`src/uue_pkg.sv`:
```
// ----------------------------------------------------------------------------
// uue_pkg
// Shared types and constants for the UTF-16 to UTF-8 encoder: the character
// record passed from the classifier to the byte serializer, and code ranges.
// ----------------------------------------------------------------------------
package uue_pkg;

  // code unit and character ranges
  localparam logic [15:0] SURR_LO    = 16'hD800;
  localparam logic [15:0] SURR_HI    = 16'hE000;
  localparam logic [20:0] SUPP_BASE  = 21'h10000;
  localparam logic [15:0] ONE_BYTE   = 16'h0080;
  localparam logic [15:0] TWO_BYTE   = 16'h0800;

  // utf-8 lead and continuation marks
  localparam logic [7:0] LEAD2 = 8'hC0;
  localparam logic [7:0] LEAD3 = 8'hE0;
  localparam logic [7:0] LEAD4 = 8'hF0;
  localparam logic [7:0] CONT  = 8'h80;

  // byte index codes (byte count minus one)
  localparam logic [1:0] LEN1 = 2'd0;
  localparam logic [1:0] LEN2 = 2'd1;
  localparam logic [1:0] LEN3 = 2'd2;
  localparam logic [1:0] LEN4 = 2'd3;

  // record queue between classifier and serializer
  localparam int QDEPTH = 4;
  localparam int QAW    = $clog2(QDEPTH);

  localparam int TOTAL_W = 20;

  // one classified character or a bare end marker
  typedef struct packed {
    logic [20:0]        cp;        // code point
    logic [1:0]         last_idx;  // bytes minus one
    logic               emit;      // bytes are sent, else bare end marker
    logic               ends;      // string ends with this record
    logic [TOTAL_W-1:0] total;     // running byte count after the character
  } rec_t;

endpackage

```
`src/uue_front.sv`:
```
// ----------------------------------------------------------------------------
// uue_front
// Input classifier: holds surrogate, count and skip state, forms the code
// point and byte length of each character and decides what is emitted.
// ----------------------------------------------------------------------------
module uue_front #(
  parameter int LENGTH_WIDTH = 20
) (
  input  logic                clk,
  input  logic                rst,
  input  logic                cfg_valid,
  input  logic [15:0]         out_capacity,
  input  logic                in_fire,
  input  logic [15:0]         code_unit,
  input  logic                final_unit,
  output logic                rec_push,
  output uue_pkg::rec_t       rec
);

  localparam int CW = (LENGTH_WIDTH > 16) ? LENGTH_WIDTH : 16;
  localparam logic [LENGTH_WIDTH-1:0] COUNT_MAX = '1;

  logic [15:0]             capacity;
  logic                    pending;
  logic [9:0]              high_bits;
  logic [LENGTH_WIDTH-1:0] count;
  logic                    skipping;

  logic                    pending_next;
  logic [9:0]              high_bits_next;
  logic [LENGTH_WIDTH-1:0] count_next;
  logic                    skipping_next;

  logic                    is_zero;
  logic                    is_surr;
  logic [20:0]             cp;
  logic [1:0]              last_idx;
  logic [LENGTH_WIDTH:0]   sum;
  logic [LENGTH_WIDTH-1:0] sat;
  logic                    fits;

  // capacity register
  always_ff @(posedge clk) begin
    if (rst) begin
      capacity <= 16'hFFFF;
    end else if (cfg_valid) begin
      capacity <= out_capacity;
    end
  end

  // code point and length of the character this unit completes
  always_comb begin
    is_zero = (code_unit == 16'd0);
    is_surr = (code_unit >= uue_pkg::SURR_LO) && (code_unit < uue_pkg::SURR_HI);
    if (pending) begin
      cp       = uue_pkg::SUPP_BASE + {1'b0, high_bits, code_unit[9:0]};
      last_idx = uue_pkg::LEN4;
    end else begin
      cp = {5'd0, code_unit};
      if (code_unit < uue_pkg::ONE_BYTE) begin
        last_idx = uue_pkg::LEN1;
      end else if (code_unit < uue_pkg::TWO_BYTE) begin
        last_idx = uue_pkg::LEN2;
      end else begin
        last_idx = uue_pkg::LEN3;
      end
    end
  end

  // saturating count and capacity check
  always_comb begin
    sum  = {1'b0, count} + (LENGTH_WIDTH+1)'({1'b0, last_idx} + 3'd1);
    sat  = sum[LENGTH_WIDTH] ? COUNT_MAX : sum[LENGTH_WIDTH-1:0];
    fits = CW'(sat) < CW'(capacity);
  end

  // next state and record
  always_comb begin
    pending_next   = pending;
    high_bits_next = high_bits;
    count_next     = count;
    skipping_next  = skipping;
    rec_push       = 1'b0;
    rec.cp         = cp;
    rec.last_idx   = last_idx;
    rec.emit       = 1'b0;
    rec.ends       = 1'b1;
    rec.total      = uue_pkg::TOTAL_W'(count);
    if (in_fire) begin
      if (skipping) begin
        if (final_unit) begin
          skipping_next = 1'b0;
        end
      end else if (!pending && is_zero) begin
        // terminator: bare end marker, then skip unless final
        rec_push      = 1'b1;
        count_next    = '0;
        skipping_next = !final_unit;
      end else if (!pending && is_surr) begin
        if (final_unit) begin
          // dangling high half is dropped
          rec_push   = 1'b1;
          count_next = '0;
        end else begin
          pending_next   = 1'b1;
          high_bits_next = code_unit[9:0];
        end
      end else begin
        // a full character
        rec.emit       = fits;
        rec.ends       = final_unit;
        rec.total      = uue_pkg::TOTAL_W'(sat);
        rec_push       = fits || final_unit;
        pending_next   = 1'b0;
        high_bits_next = '0;
        count_next     = final_unit ? '0 : sat;
      end
    end
  end

  // state registers
  always_ff @(posedge clk) begin
    if (rst) begin
      pending   <= 1'b0;
      high_bits <= '0;
      count     <= '0;
      skipping  <= 1'b0;
    end else begin
      pending   <= pending_next;
      high_bits <= high_bits_next;
      count     <= count_next;
      skipping  <= skipping_next;
    end
  end

endmodule

```
`src/uue_queue.sv`:
```
// ----------------------------------------------------------------------------
// uue_queue
// Short record queue between classifier and serializer.
// ----------------------------------------------------------------------------
module uue_queue (
  input  logic          clk,
  input  logic          rst,
  input  logic          wr_en,
  input  uue_pkg::rec_t wr_rec,
  input  logic          rd_en,
  output uue_pkg::rec_t rd_rec,
  output logic          rd_valid,
  output logic          q_full
);

  uue_pkg::rec_t             mem [uue_pkg::QDEPTH];
  logic [uue_pkg::QAW-1:0]   wr_ptr;
  logic [uue_pkg::QAW-1:0]   rd_ptr;
  logic [uue_pkg::QAW:0]     fill;

  // storage
  always_ff @(posedge clk) begin
    if (wr_en) begin
      mem[wr_ptr] <= wr_rec;
    end
  end

  // pointers and fill level
  always_ff @(posedge clk) begin
    if (rst) begin
      wr_ptr <= '0;
      rd_ptr <= '0;
      fill   <= '0;
    end else begin
      if (wr_en) begin
        wr_ptr <= wr_ptr + 1'b1;
      end
      if (rd_en) begin
        rd_ptr <= rd_ptr + 1'b1;
      end
      fill <= fill + (uue_pkg::QAW+1)'(wr_en) - (uue_pkg::QAW+1)'(rd_en);
    end
  end

  assign rd_rec   = mem[rd_ptr];
  assign rd_valid = (fill != '0);
  assign q_full   = (fill == (uue_pkg::QAW+1)'(uue_pkg::QDEPTH));

endmodule

```
`src/uue_back.sv`:
```
// ----------------------------------------------------------------------------
// uue_back
// Byte serializer: walks the head record into an output register that the
// receiver drains, one UTF-8 byte per cycle while it is free or popped.
// ----------------------------------------------------------------------------
module uue_back (
  input  logic          clk,
  input  logic          rst,
  input  uue_pkg::rec_t head,
  input  logic          head_valid,
  output logic          head_done,
  input  logic          pop,
  output logic          empty,
  output logic [7:0]    out_byte,
  output logic          byte_valid,
  output logic          run_last,
  output logic          string_end,
  output logic [19:0]   total_length
);

  logic       obuf_valid;
  logic [1:0] idx;
  logic       load;
  logic       is_last;
  logic [7:0] b0, b1, b2, b3;
  logic [7:0] sel_byte;

  // byte image of the head character
  always_comb begin
    b0 = {1'b0, head.cp[6:0]};
    b1 = 8'd0;
    b2 = 8'd0;
    b3 = 8'd0;
    case (head.last_idx)
      uue_pkg::LEN1: begin
        b0 = {1'b0, head.cp[6:0]};
      end
      uue_pkg::LEN2: begin
        b0 = uue_pkg::LEAD2 | {3'd0, head.cp[10:6]};
        b1 = uue_pkg::CONT  | {2'd0, head.cp[5:0]};
      end
      uue_pkg::LEN3: begin
        b0 = uue_pkg::LEAD3 | {4'd0, head.cp[15:12]};
        b1 = uue_pkg::CONT  | {2'd0, head.cp[11:6]};
        b2 = uue_pkg::CONT  | {2'd0, head.cp[5:0]};
      end
      uue_pkg::LEN4: begin
        b0 = uue_pkg::LEAD4 | {5'd0, head.cp[20:18]};
        b1 = uue_pkg::CONT  | {2'd0, head.cp[17:12]};
        b2 = uue_pkg::CONT  | {2'd0, head.cp[11:6]};
        b3 = uue_pkg::CONT  | {2'd0, head.cp[5:0]};
      end
      default: begin
        b0 = 8'd0;
      end
    endcase
    case (idx)
      2'd0:    sel_byte = b0;
      2'd1:    sel_byte = b1;
      2'd2:    sel_byte = b2;
      default: sel_byte = b3;
    endcase
  end

  // load a byte when the output register is free or being drained
  assign load      = head_valid && (!obuf_valid || pop);
  assign is_last   = !head.emit || (idx == head.last_idx);
  assign head_done = load && is_last;

  // byte index within the head record
  always_ff @(posedge clk) begin
    if (rst) begin
      idx <= '0;
    end else if (load) begin
      idx <= is_last ? 2'd0 : idx + 2'd1;
    end
  end

  // output register control
  always_ff @(posedge clk) begin
    if (rst) begin
      obuf_valid <= 1'b0;
    end else if (load) begin
      obuf_valid <= 1'b1;
    end else if (pop) begin
      obuf_valid <= 1'b0;
    end
  end

  // output register payload
  always_ff @(posedge clk) begin
    if (load) begin
      out_byte     <= head.emit ? sel_byte : 8'd0;
      byte_valid   <= head.emit;
      run_last     <= is_last;
      string_end   <= is_last && head.ends;
      total_length <= head.total;
    end
  end

  assign empty = !obuf_valid;

endmodule

```
`src/utf16_to_utf8_encoder.sv`:
```
// ----------------------------------------------------------------------------
// utf16_to_utf8_encoder
// UTF-16 code units in, UTF-8 bytes out, with string end and length report.
// ----------------------------------------------------------------------------
// Usage:
//   input queue: drive code_unit/final_unit with push; a transfer happens at
//   a clock edge with push high and full low. A zero unit or final_unit ends
//   the string; units after a zero unit are skipped up to the final unit.
//   result queue: while empty is low the oldest result sits on out_byte,
//   byte_valid, run_last, string_end, total_length; pop takes it.
//   config: out_capacity is written at an edge with cfg_valid and cfg_ready
//   (always ready); write it only while the block is idle.
// Path: an item's record is written into the record queue at its input
//   transfer, and its first result is then loaded into the output register.
// Throughput: one output byte per cycle while pop drains the output register;
//   an item gives one to four results (four for a surrogate pair), and input
//   transfers go on every cycle while the four-entry record queue has room.
// Reset: synchronous rst clears the queue, output register, surrogate, skip and
//   count state, and sets the stored capacity to 65535.
// Stall: if pop stays low the output register holds, the record queue fills
//   and full rises; nothing is lost.
// ----------------------------------------------------------------------------
module utf16_to_utf8_encoder #(
  parameter int LENGTH_WIDTH = 20
) (
  input  logic        clk,
  input  logic        rst,
  input  logic        cfg_valid,
  output logic        cfg_ready,
  input  logic [15:0] out_capacity,
  input  logic        push,
  output logic        full,
  input  logic [15:0] code_unit,
  input  logic        final_unit,
  output logic        empty,
  input  logic        pop,
  output logic [7:0]  out_byte,
  output logic        byte_valid,
  output logic        run_last,
  output logic        string_end,
  output logic [19:0] total_length
);

  logic          in_fire;
  logic          rec_push;
  uue_pkg::rec_t rec;
  uue_pkg::rec_t head;
  logic          head_valid;
  logic          head_done;
  logic          q_full;

  assign cfg_ready = 1'b1;
  assign full      = q_full;
  assign in_fire   = push && !q_full;

  // classifier
  uue_front #(
    .LENGTH_WIDTH (LENGTH_WIDTH)
  ) u_front (
    .clk          (clk),
    .rst          (rst),
    .cfg_valid    (cfg_valid),
    .out_capacity (out_capacity),
    .in_fire      (in_fire),
    .code_unit    (code_unit),
    .final_unit   (final_unit),
    .rec_push     (rec_push),
    .rec          (rec)
  );

  // record queue
  uue_queue u_queue (
    .clk      (clk),
    .rst      (rst),
    .wr_en    (rec_push),
    .wr_rec   (rec),
    .rd_en    (head_done),
    .rd_rec   (head),
    .rd_valid (head_valid),
    .q_full   (q_full)
  );

  // serializer
  uue_back u_back (
    .clk          (clk),
    .rst          (rst),
    .head         (head),
    .head_valid   (head_valid),
    .head_done    (head_done),
    .pop          (pop),
    .empty        (empty),
    .out_byte     (out_byte),
    .byte_valid   (byte_valid),
    .run_last     (run_last),
    .string_end   (string_end),
    .total_length (total_length)
  );

  // a full queue always presents a head record
  assert property (@(posedge clk) disable iff (rst) q_full |-> head_valid)
    else $error("queue full without head record");

  // a bare end marker is always the last result of its item and ends the string
  assert property (@(posedge clk) disable iff (rst)
    (!empty && !byte_valid) |-> (run_last && string_end))
    else $error("bare marker without end flags");

  // string end only on the last result of an item
  assert property (@(posedge clk) disable iff (rst)
    (!empty && string_end) |-> run_last)
    else $error("string end before last result");

  // a record leaves the queue only while one is there
  assert property (@(posedge clk) disable iff (rst) head_done |-> head_valid)
    else $error("dequeue from empty queue");

endmodule
```
`config.mk`:
```
export PLATFORM = sky130hd
export DESIGN_NAME = utf16_to_utf8_encoder
export DESIGN_NICKNAME = d
export VERILOG_FILES = /design/src/uue_pkg.sv /design/src/uue_front.sv /design/src/uue_queue.sv /design/src/uue_back.sv /design/src/utf16_to_utf8_encoder.sv
export SDC_FILE = /design/constraint.sdc
export NUM_CORES = 1
export LEC_CHECK = 0
export ABC_AREA = 1
export ABC_CLOCK_PERIOD_IN_PS = 9930
export BUFFER_PORTS_ARGS = -buffer_cell sky130_fd_sc_hd__buf_2
export CAP_MARGIN = 40
export CORE_ASPECT_RATIO = 0.9
export CORE_UTILIZATION = 61
export DETAILED_ROUTE_END_ITERATION = 6
export GPL_TIMING_DRIVEN = 0
export PLACE_DENSITY = 0.78
export SLEW_MARGIN = 20
export SYNTH_ARGS = -nofsm -noshare
export SYNTH_HDL_FRONTEND = slang
export SYNTH_SLANG_ARGS = --single-unit
```
`constraint.sdc`:
```
create_clock -name clk -period 9.93 [get_ports clk]
set_input_delay 1.986 -clock clk [delete_from_list [all_inputs] [get_ports clk]]
set_output_delay 1.986 -clock clk [all_outputs]
set_load 0.1 [all_outputs]
```
Yosys cells after proc, flatten, opt, wreduce, memory -nomap -nowiden:

Memories as Yosys holds them, arrays and structs flattened. A register that Yosys moved wholly into a read port is not among the register bits.
Index checks and enable logic that the tools add are counted.

* add/subtract/negate cells: 8
* order comparisons: 5
* equal/unequal tests: 9
* mux-type cells: 37
* bitwise operators: 2
* reductions and logical operators: 22

Operators by type and width (number)
* 20-bit 2-to-1 mux: 5
* 22-bit 2-to-1 mux: 4
* 8-bit one-hot mux with 3 select lines: 2
* 8-bit one-hot mux with 4 select lines: 1
* 17-bit by 20-bit adder with 21-bit output, first input constant: 1
* 20-bit by 21-bit adder with 21-bit output: 1
* 21-bit 2-to-1 mux: 1
* 20-bit by 16-bit < comparator with 1-bit output: 1
* 10-bit 2-to-1 mux: 2
* 16-bit >= comparator, second input constant: 1
* 16-bit zero test: 1
* 16-bit by 12-bit < comparator with 1-bit output, second input constant: 1
* 16-bit < comparator, second input constant: 1
* 16-bit by 8-bit < comparator with 1-bit output, second input constant: 1
* 8-bit one-hot mux with 2 select lines: 1
* 1-bit 2-to-1 mux: 14
* 2-bit 2-to-1 mux: 6
* 8-bit 2-to-1 mux: 1
* 1-bit logical AND: 7
* 2-bit by 1-bit adder with 2-bit output, second input constant: 3
* 2-bit equality test, second input constant: 3
* 1-bit zero test: 5
* 2-bit by 1-bit equality test with 1-bit output, second input constant: 2
* 2-bit zero test: 2
* 13 further kinds: 16

* register bits after elaboration: 89
* RAM bits: 180
* input bits: 38
* output and inout bits: 34
* word-level logic and storage cells: 99
* memories kept: 1

Memories
* u_queue.mem: words 4, width 45, rd ports 1, clocked after memory_dff 1, write ports 1, RTL line uue_queue.sv:16 `uue_pkg::rec_t mem [uue_pkg::QDEPTH];`

Depth between registers and ports, before layout:

Gate-level depths: netlist of run 1.

* depth in word-level cells: 15
* depth in mapped cells: 36
* mapped depth without buffers: 35

Hierarchy:

From an unflattened synthesis of run 1, not the netlist that was laid out.

* cell total of the unflattened synthesis: 1292
* area total of the unflattened synthesis: 12941.2 um^2

Modules (own cells, without submodules)
* uue_queue: times used 1, cells each 581, area an instance 7759.9 um^2, sequential area each 5585.4 um^2
* uue_front: times used 1, cells each 514, area an instance 3387.0 um^2, sequential area each 960.9 um^2
* uue_back: times used 1, cells each 193, area an instance 1773.0 um^2, sequential area each 991.0 um^2
* utf16_to_utf8_encoder: times used 1, cells each 4, area an instance 21.3 um^2, sequential area each 0.0 um^2

Worst setup path before layout of run 1:

OpenSTA, ideal clock, no wires.

* path type: in2reg
* from: input code_unit[11]
* to: memory u_queue.mem[0][0] in the netlist's numbering, enable pin
* library setup time: 0.448 ns
* data arrival time: 7.091 ns
* data required time: 9.482 ns
* path slack: 2.390 ns
* cell stages on the path: 32
* path buffers: 0
* cell sequence: inv_1 nand3_1 nor3_2 nand2_1 nor2_1 inv_1 a21oi_1 ha_1 inv_1 fa_1 inv_1 nand3_1 nand2_2 nand3_1 inv_2 nand3_2 a21boi_0 o21ai_0 ha_1 a21oi_1 nor2_1 nor2_1 nand2_1 nand2_1 nand2_1 nor2_1 nand3_2 nor2_2 nand2_2 nand2_4 inv_2 nor2_1

* cells in the longest elaborated chain, start to end: 15
* elaborated cells on any way between the ends: 22
* those cells by class: add/sub (2); order compare (5); mux (10); reduce/logical (5)

Ends and longest elaborated chain
* start, declared: RTL line utf16_to_utf8_encoder.sv:33 `input logic [15:0] code_unit,`
* 16-bit by 12-bit < comparator with 1-bit output: RTL line uue_front.sv:62 `end else if (code_unit < uue_pkg::TWO_BYTE) begin`
* 2-bit 2-to-1 mux: RTL line uue_front.sv:62
* 2-bit 2-to-1 mux: RTL line uue_front.sv:60 `if (code_unit < uue_pkg::ONE_BYTE) begin`
* 2-bit 2-to-1 mux: RTL line uue_front.sv:55 `if (pending) begin`
* 2-bit by 1-bit adder with 3-bit output: RTL line uue_front.sv:72 `sum = {1'b0, count} + (LENGTH_WIDTH+1)'({1'b0, last_idx} + 3'd1);`
* 20-bit by 21-bit adder with 21-bit output: RTL line uue_front.sv:72
* 20-bit 2-to-1 mux: RTL line uue_front.sv:73 `sat = sum[LENGTH_WIDTH] ? COUNT_MAX : sum[LENGTH_WIDTH-1:0];`
* 20-bit by 16-bit < comparator with 1-bit output: RTL line uue_front.sv:74 `fits = CW'(sat) < CW'(capacity);`
* 1-bit logical OR: RTL line uue_front.sv:113 `rec_push = fits || final_unit;`
* 1-bit 2-to-1 mux: RTL line uue_front.sv:99 `end else if (!pending && is_surr) begin`
* 1-bit 2-to-1 mux (*): RTL line uue_front.sv:94 `end else if (!pending && is_zero) begin`
* 1-bit 2-to-1 mux (*): RTL line uue_front.sv:90 `if (skipping) begin`
* 1-bit 2-to-1 mux (*): RTL line uue_front.sv:89 `if (in_fire) begin`
* 1-bit 2-to-1 mux (*): RTL line uue_queue.sv:23 `if (wr_en) begin`
* 1-bit 2-to-1 mux (implied by the code) (*): RTL line uue_queue.sv:24 `mem[wr_ptr] <= wr_rec;`
* end, declared: RTL line uue_queue.sv:16

Mark *: on every way between the ends. The rest lies on a longest branch, timed or not.

Worst setup path in the final report of run 1:

* from: input code_unit[11]
* to: memory u_queue.mem[3][33] in the netlist's numbering, enable pin

Same word-level chain as after synthesis.

==> results.md, run 1 <==
- Status: finished clean
- Post-Synth XOR/XNOR Area: less than 1%
- Most frequent cells in the layout: nand2_1, edfxtp_1, nor2_1
- Worst skew pair latency: between 0.5 and 0.6 ns
- Max Clk Rate: roughly 0.14 GHz
- Routed len/inst: 18.4 um
- CTS tree: built
- Largest family of logic cells by synthesized area: simple AND/OR/NAND/NOR gates
- Lkg Pwr: 0.00538 uW
- Top post-synthesis cells by area: edfxtp_1, dfxtp_1, nand2_1, o21ai_0, nor2_1
- Count of input and output buffers: between 60 and 70
- Mux cell area share after synthesis: 0%
- Netlist Area Pre-Place: about 12000 um2
- Distinct cells, synth: 52
- Num CTS Buffers: 27
- Clk sinks: 271
- First-pass GRT wire length: 44400 um
- Width of the die: 150 um
- Iteration count of the initial detailed-routing pass: 7
- CP startpoint kind: primary input
- Synth Area in Compound Gates: 12.4%
- Post-CTS setup buffers: 0
- Syn_area_per_cell: 10.2 um2
- P per Cell Area: 313 nW/um2
- Initial core utilization: a little over three fifths
- Yosys warns: 0
- CTS Buffer Depth: 3
- Hold path cells: 2
- Die ar.: 20300 um2
- CP arrival: 7.21 ns
- Max_cap viols: 0
- Share of the synthesized area in the top cell type: 52.6%
- DP Wirelength: approximately 20000 um
- Family with the most delay on the worst path: simple AND/OR/NAND/NOR gates
- EDFF count, synth: 211
- Post-place setup slack: 2.54 ns
- Crit-path max FO: 16
- Post-synth ARST share: 0%
- RePlAce Congestion: 0.944
- Crit. End Element: register
- Bufs and invs on worst path: 10
- Worst path depth: 33
- Slowest CP cell: nor2_4
- Critical path class: in -> reg
- Share of cells above drive strength 1: between 10% and 20%
- H-tree lvl count: 1
- Largest net degree at the start of global routing: 25
- Fin cells: 1560
- Slew @ Worst Pin: 0.855 ns
- Sequential share of the synthesized area: between 60% and 70%
- Final min period: just under 7 ns
- Max VDD drop: 257 uV
- Yosys top cell by area: edfxtp_1
- Number of global-route vias before repair: 8382
- Via density: a little under 6
- R2r worst-path depth: 27
- Flops & latches, synth: 271
- Clk pin slew, worst setup/hold paths: 0.06 ns
- Data required, critical path: 10.18 ns
- Final #Nets: roughly 1400
- Site Rows: 48
- Top FF cell, synth: edfxtp_1
- WL final: 28600 um
- Post-Synth Simple-Gate Area: 15.9%
- Period Utilization, post-route: about 70%
- Met1 Use GR: 42.5%
- Final Hold Vio Count: 0
- Antenna-violating nets left: 0
- Core box area: 19300 um2
- Placed Area: between 10000 and 15000 um2
- CTS resizes: 0
- Initial antenna violation count: 2
- Hold Path Class: reg -> reg
- Top Usage Layer GRT: met2
- Fin area: about 14000 um2
- Max stage delay on crit path: 0.43 ns
- Max-slew violation count: 0
- Post-Route Setup TNS: 0 ns
- Hold-fix buffers, CTS: 0
- Final clock skew: 0.0205 ns
- GRT Total Usage: 28.9%
- Syn-to-layout area delta: 15.3%
- Met2 GRT Util: 44.1%
- Die Y: 135 um
- Final hold slack: 0.468 ns
- DRC: 0
- Synth Area in Adders: 3.35%
- Relative slew slack: between 40% and 50%
- Placed cells: 1510
- Clock root buffer: clkbuf_16
- Syn_nets: around 1300
- Mapped Cells: 1182
- Initial DRC count: 967
- Ports: 72
- Antenna diode count: 0
- Setup ws final: 2.97 ns
- RSZ-0062 raised after global routing: false
- Routing usage on met3: roughly 4.8%
- Congestion Overflow GR: 0
- Final setup viols: 0
- Commonest non-fill, non-tap cell in the layout: nand2_1
- DR vias: ~9100
==> metal layers <==
metal / share of wire [%] / up-vias / wire length, um
met4: 2.4 / 2 / 697
li1: - / 4317 / -
met2: 45 / 460 / 12900
met5: 0.049 / - / 14
met1: 43 / 4252 / 12400
met3: 9.5 / 74 / 2710
==> final timing paths <==
check / startpoint / end / slack [ns]
setup reg to reg: u_front.pending$_SDFFE_PP0P_ / u_queue.mem[3][33]$_DFFE_PP_ / 4.86
setup / recovery: code_unit[11] / u_queue.mem[3][33]$_DFFE_PP_ / 2.97
hold / removal: u_front.capacity[5]$_SDFFE_PP1P_ / u_front.capacity[5]$_SDFFE_PP1P_ / 0.47
hold reg to reg: u_front.capacity[5]$_SDFFE_PP1P_ / u_front.capacity[5]$_SDFFE_PP1P_ / 0.47
==> final cells by class <==
class | count | area [um2]
clock inverter | 16 | 176
fill | 1356 | 5400
clock buffer | 34 | 742
timing repair buffer | 78 | 571
inverter | 100 | 379
buffer | 54 | 244
sequential | 271 | 7540
tap | 250 | 313
multi-input combinational | 757 | 3920
==> stage by stage <==
stage          utilization [%]  power, uW
3_5_place_dp              67.2       3300
5_1_grt                   72.0       4530
2_1_floorplan                -       2830
4_1_cts                   72.0       4330
6_report                  72.0       4340
3_3_place_gp              65.9       3220
==> cells in the mapped netlist (all sizes together), types with 2 or more instances <==
cell     instances
o22a             2
nand4            8
o21ai          127
a31oi            7
o211ai           6
o22ai           29
or2             11
a22o             2
xor2             7
dfxtp           60
nand3           40
nor4             2
edfxtp         211
ha              29
buf             22
clkbuf          32
o2111ai          3
a32o             4
a21oi           76
nand2          240
nand3b           2
nor2           140
o21bai           2
o221ai           3
nor3             5
fa               2
inv             99
a32oi            2
==> state kept, by name, indices dropped and copies added, names as in the netlist, 2 cells and up, named ones only <==
signal	count
u_front.capacity	16
u_queue.wr_ptr	2
u_front.high_bits	10
u_queue.rd_ptr	2
u_front.count	20
u_queue.mem	180
u_queue.fill	3
u_back.idx	2
u_back.total_length	20
u_back.out_byte	8
==> power breakdown <==
part           internal, uW  total [uW]  switching, uW  leakage (uW)
Sequential             1490        1540           52.3       0.00247
Clock                   611        1040            427      0.000450
Combinational           406        1760           1350       0.00246
==> cell families after synthesis <==
kind of cell	Yosys count
buf+inv	154
flops	271
other cells	1
fa+ha+maj	31
compound gates	267
xor+xnor	8
simple gates	450
==> worst reg2reg max path, stage by stage (launching register included) <==
cell and delay, ns:
dfxtp_1 0.31, buf_2 0.18, a21oi_1 0.22, ha_1 0.22
inv_1 0.06, fa_1 0.39, inv_1 0.07, nand3_1 0.07
nand2_2 0.13, nand3_1 0.17, inv_2 0.11, nand3_2 0.10
buf_2 0.22, nand3_1 0.19, ha_1 0.28, a21oi_1 0.15
o21ai_0 0.12, nor2_1 0.11, nand2_1 0.07, nor2_1 0.17
nand3_2 0.09, nor2_2 0.16, nand2_2 0.11, nand2_4 0.11
inv_2 0.11, nor2_4 0.43, buf_16 0.24, buf_16 0.18
(Power assumes the default switching activity.)
==> run 2, diff against run 1 <==
--- a/config.mk
+++ b/config.mk
@@ -5,15 +5,15 @@
 export SDC_FILE = /design/constraint.sdc
 export NUM_CORES = 1
 export LEC_CHECK = 0
-export ABC_AREA = 1
-export ABC_CLOCK_PERIOD_IN_PS = 9930
+export ABC_AREA = 0
+export ABC_CLOCK_PERIOD_IN_PS = 6400
 export BUFFER_PORTS_ARGS = -buffer_cell sky130_fd_sc_hd__buf_2
 export CAP_MARGIN = 40
 export CORE_ASPECT_RATIO = 0.9
-export CORE_UTILIZATION = 61
+export CORE_UTILIZATION = 55
 export DETAILED_ROUTE_END_ITERATION = 6
 export GPL_TIMING_DRIVEN = 0
-export PLACE_DENSITY = 0.78
+export PLACE_DENSITY = 0.74
 export SLEW_MARGIN = 20
 export SYNTH_ARGS = -nofsm -noshare
 export SYNTH_HDL_FRONTEND = slang
==> constraint.sdc (replaced) <==
create_clock -name clk -period 6.4 [get_ports clk]
set_input_delay 1.28 -clock clk [delete_from_list [all_inputs] [get_ports clk]]
set_output_delay 1.28 -clock clk [all_outputs]
set_load 0.1 [all_outputs]
==> run 2 against run 1 <==
  * Synthesized area down 3.0%
  * Global-route usage down 6.2 points
  * Largest power group is now sequential cells
  * Count of clock-buffer cells in the layout up 7
  * Critical path depth down 9
  * Final cell count down 20%
==> results.md, run 2 <==
- GRT Total Usage: 22.8% (was 28.9%)
- Metal-1 WL: 11300 um (was 12400 um)
- Mapped Cells: 835 (was 1182)
- Post-synth ARST share: 0% (unchanged)
- Placed cells: 1201 (was 1510)
- CP arrival: 6.38 ns (was 7.21 ns)
- Syn_nets: 904 (was 1251)
- Data required, critical path: 6.80 ns (was 10.18 ns)
- Die Y: 140 um (was 135 um)
- Max Clk Rate: ~0.17 GHz
- Hold Path Class: reg -> reg (unchanged)
- Share of cells above drive strength 1: 21.6% (was 14.9%)
- Net Sw Power: 2240 uW (was 1830 uW)
- Num CTS Buffers: 27 (unchanged)
- Antenna-violating nets left: 0 (unchanged)
- Via density: 5.71 (was 5.84)
- Initial DRC count: 598 (was 967)
- Most frequent cells in the layout: edfxtp_1, nand2_1, buf_2 (was nand2_1, edfxtp_1, nor2_1)
- Crit-path max FO: 10 (was 16)
- Final #Nets: 1015 (was 1358)
- Worst skew pair latency: 0.54 ns (was 0.55 ns)
- Largest net degree at the start of global routing: 34 (was 25)
- Top FF cell, synth: edfxtp_1 (unchanged)
- Crit. End Element: register (unchanged)
- Period Utilization, post-route: between 90% and 100%
- Max stage delay on crit path: 0.57 ns (was 0.43 ns)
- CP Cell Sequence: buf_2, or4_1, nor3_1, nor2_1, ha_1, inv_1, fa_1, inv_1, a21oi_2, or4b_1, buf_2, clkbuf_1, nand2_1, ha_1, nand2_1, nor2_1, nand3_1, a211o_1, a31oi_4, inv_1, ha_1, fa_1, xnor2_1, nor2_1
- CP startpoint kind: primary input (unchanged)
- Critical path class: in -> reg (unchanged)
- Met3 wire len: 1350 um (was 2710 um)
- Clock network fraction of design power: 26.3% (was 23.9%)
- Most common cell in the synthesized netlist: edfxtp_1 (was nand2_1)
- Clk pin slew, worst setup/hold paths: 0.06 ns (about the same)
- Biggest regs: u_queue.mem x180, u_back.total_length x20, u_front.count x20 (unchanged)
- Yosys warns: 0 (unchanged)
- Share of the synthesized area in the top cell type: 54.3% (was 52.6%)
- Clk sinks: 271 (unchanged)
- H-tree lvl count: 1 (unchanged)
- Antenna diode count: 0 (unchanged)
- Commonest non-fill, non-tap cell in the layout: edfxtp_1 (was nand2_1)
- Clock root buffer: clkbuf_16 (unchanged)
- Site Rows: 50 (was 48)
- Top layer in use: met4 (was met5)
- Max VDD drop: 274 uV (was 257 uV)
- Distinct cells, synth: 57 (was 52)
- CTS Buffer Depth: 3 (unchanged)
- Status: finished clean (unchanged)
- Top post-synthesis cells by area: edfxtp_1, dfxtp_1, mux4_2, ha_1, nand2_1 (was edfxtp_1, dfxtp_1, nand2_1, o21ai_0, nor2_1)
- Die ar.: 21800 um2 (was 20300 um2)
- WL final: 23900 um (was 28600 um)
- Syn_area_per_cell: 14.0 um2 (was 10.2 um2)
- Flops & latches, synth: 271 (unchanged)
- Post-Route Setup TNS: 0 ns (unchanged)
- Max reg flops: 180 (unchanged)
- Final clock skew: 0.0197 ns (was 0.0205 ns)
- RePlAce Congestion: 0.871 (was 0.944)
- Post-synth top cells: edfxtp_1, nand2_1, nor2_1 (was nand2_1, edfxtp_1, nor2_1)
- Syn-to-layout area delta: 16.4% (was 15.3%)
- Initial antenna violation count: 1 (was 2)
- Metal2 WL: 10800 um (was 12900 um)
- Hold-fix buffers, CTS: 0 (unchanged)
- Slowest CP cell: or4_1 (was nor2_4)
- Relative slew slack: 49.1% (was 42.4%)
- First-pass GRT wire length: 37900 um (was 44400 um)
- Fin area: 13600 um2 (was 13900 um2)
- RSZ-0062 raised after global routing: false (unchanged)
- Iteration count of the initial detailed-routing pass: 5 (was 7)
- Combinational power share: 34.5% (was 40.6%)
- Yosys top cell by area: edfxtp_1 (unchanged)
- Congestion Overflow GR: 0 (unchanged)
- DRC: 0 (unchanged)
- Seq pwr share: 39.3% (was 35.5%)
- Final Hold Vio Count: 0 (unchanged)
- Top reg by flops: u_queue.mem (unchanged)
- Core box area: 20800 um2 (was 19300 um2)
- Count of input and output buffers: 69 (unchanged)
- Netlist Area Pre-Place: 11700 um2 (was 12000 um2)
- Pint: 3820 uW (was 2510 uW)
- R2r setup slk: 1.08 ns (was 4.86 ns)
- Number of global-route vias before repair: 6912 (was 8382)
- DR vias: 7150 (was 9105)
- Width of the die: 156 um (was 150 um)
- Lkg Pwr: 0.00497 uW (was 0.00538 uW)
- Slew @ Worst Pin: 0.764 ns (was 0.855 ns)
- Max-slew violation count: 0 (unchanged)
- Switch share: 36.9% (was 42.3%)
- Max_cap viols: 0 (unchanged)
- Fin cells: 1253 (was 1560)
- Sequential share of the synthesized area: 64.6% (was 62.6%)
- P per Cell Area: 446 nW/um2 (was 313 nW/um2)
- Final min period: 5.98 ns
- CTS tree: built (unchanged)
- Placed Area: 12600 um2 (was 13000 um2)
- DP Wirelength: 16400 um (was 20000 um)
- Ports: 72 (unchanged)
- EDFF count, synth: 211 (unchanged)
- Initial core utilization: 56.0% (was 62.4%)
- Final setup viols: 0 (unchanged)
- Routed len/inst: 19.1 um (was 18.4 um)
-- run 2: kinds of logic after synthesis --
group / count (synthesis) / share of synthesized area (%)
buffers and inverters: 86 / 2.86
multiplexers: 70 / 11.0
adder cells (fa/ha/maj): 31 / 3.45
AO/OA/AOI/OAI: 126 / 7.09
AND/OR/NAND/NOR: 228 / 9.34
other: 1 / 0.0321
XOR/XNOR: 22 / 1.65
flip-flops: 271 / 64.6
-- run 2: power by group through the flow --
stage	Sequential [uW]	Clock, uW	Combinational, uW
after floorplan	3170	0	857
after global placement	2420	0	1990
after detailed placement	2410	0	2090
after CTS	2380	1610	2100
after global routing	2400	1690	2220
final	2380	1590	2090
-- run 2: timing repair --
item | 4_1_cts | 5_1_grt
setup buffers | 2 | 0
setup endpoints to repair | 49 | 182
pin swaps | 0 | 0
resized for setup | 0 | 5
-- run 2: per-stage QoR --
stage / power [uW] / util, % / worst slack, ns / hold WS [ns]
6_report: 6060 / 65.2 / 0.420 / 0.455
5_1_grt: 6320 / 65.2 / 0.00493 / 0.483
4_1_cts: 6090 / 65.1 / 0.0731 / 0.457
3_5_place_dp: 4500 / 60.7 / -0.747 / 0.445
3_3_place_gp: 4410 / 59.5 / -1.88 / 0.434
2_1_floorplan: 4030 / - / -0.183 / 0.428
-- run 2: cell type report --
cell class / instances / area [um2]
Timing Repair Buffer: 82 / 592
Clock buffer: 41 / 841
Sequential cell: 271 / 7540
Tap cell: 286 / 358
Inverter: 40 / 150
Fill cell: 1524 / 7250
Buffer: 46 / 185
Multi-Input combinational cell: 478 / 3850
Clock inverter: 9 / 76.3
-- run 2: worst paths after layout --
kind | startpoint | depth (start not counted) | to
setup / recovery | code_unit[15] | 24 | u_queue.fill[2]$_SDFF_PP0_
hold / removal | u_front.high_bits[3]$_SDFFE_PP0P_ | 2 | u_front.high_bits[3]$_SDFFE_PP0P_
setup reg to reg | u_front.pending$_SDFFE_PP0P_ | 22 | u_queue.fill[2]$_SDFF_PP0_
hold reg to reg | u_front.high_bits[3]$_SDFFE_PP0P_ | 2 | u_front.high_bits[3]$_SDFFE_PP0P_
-- run 2: layer usage --
layer / track usage [%] / vias to the layer above
met5: 0 / -
met3: 3.34 / 39
li1: - / 3371
met1: 34.6 / 3488
met2: 34.6 / 252
met4: 5.78 / 0
-- run 2: critical path: cells and delay by family --
family | cells | cell delay, ns
AOI/OAI and AO/OA | 3 | 1.05
buffers and inverters | 6 | 0.88
and+or+nand+nor | 9 | 1.56
adders and majority gates | 5 | 1.41
xor gates and xnor gates | 1 | 0.19
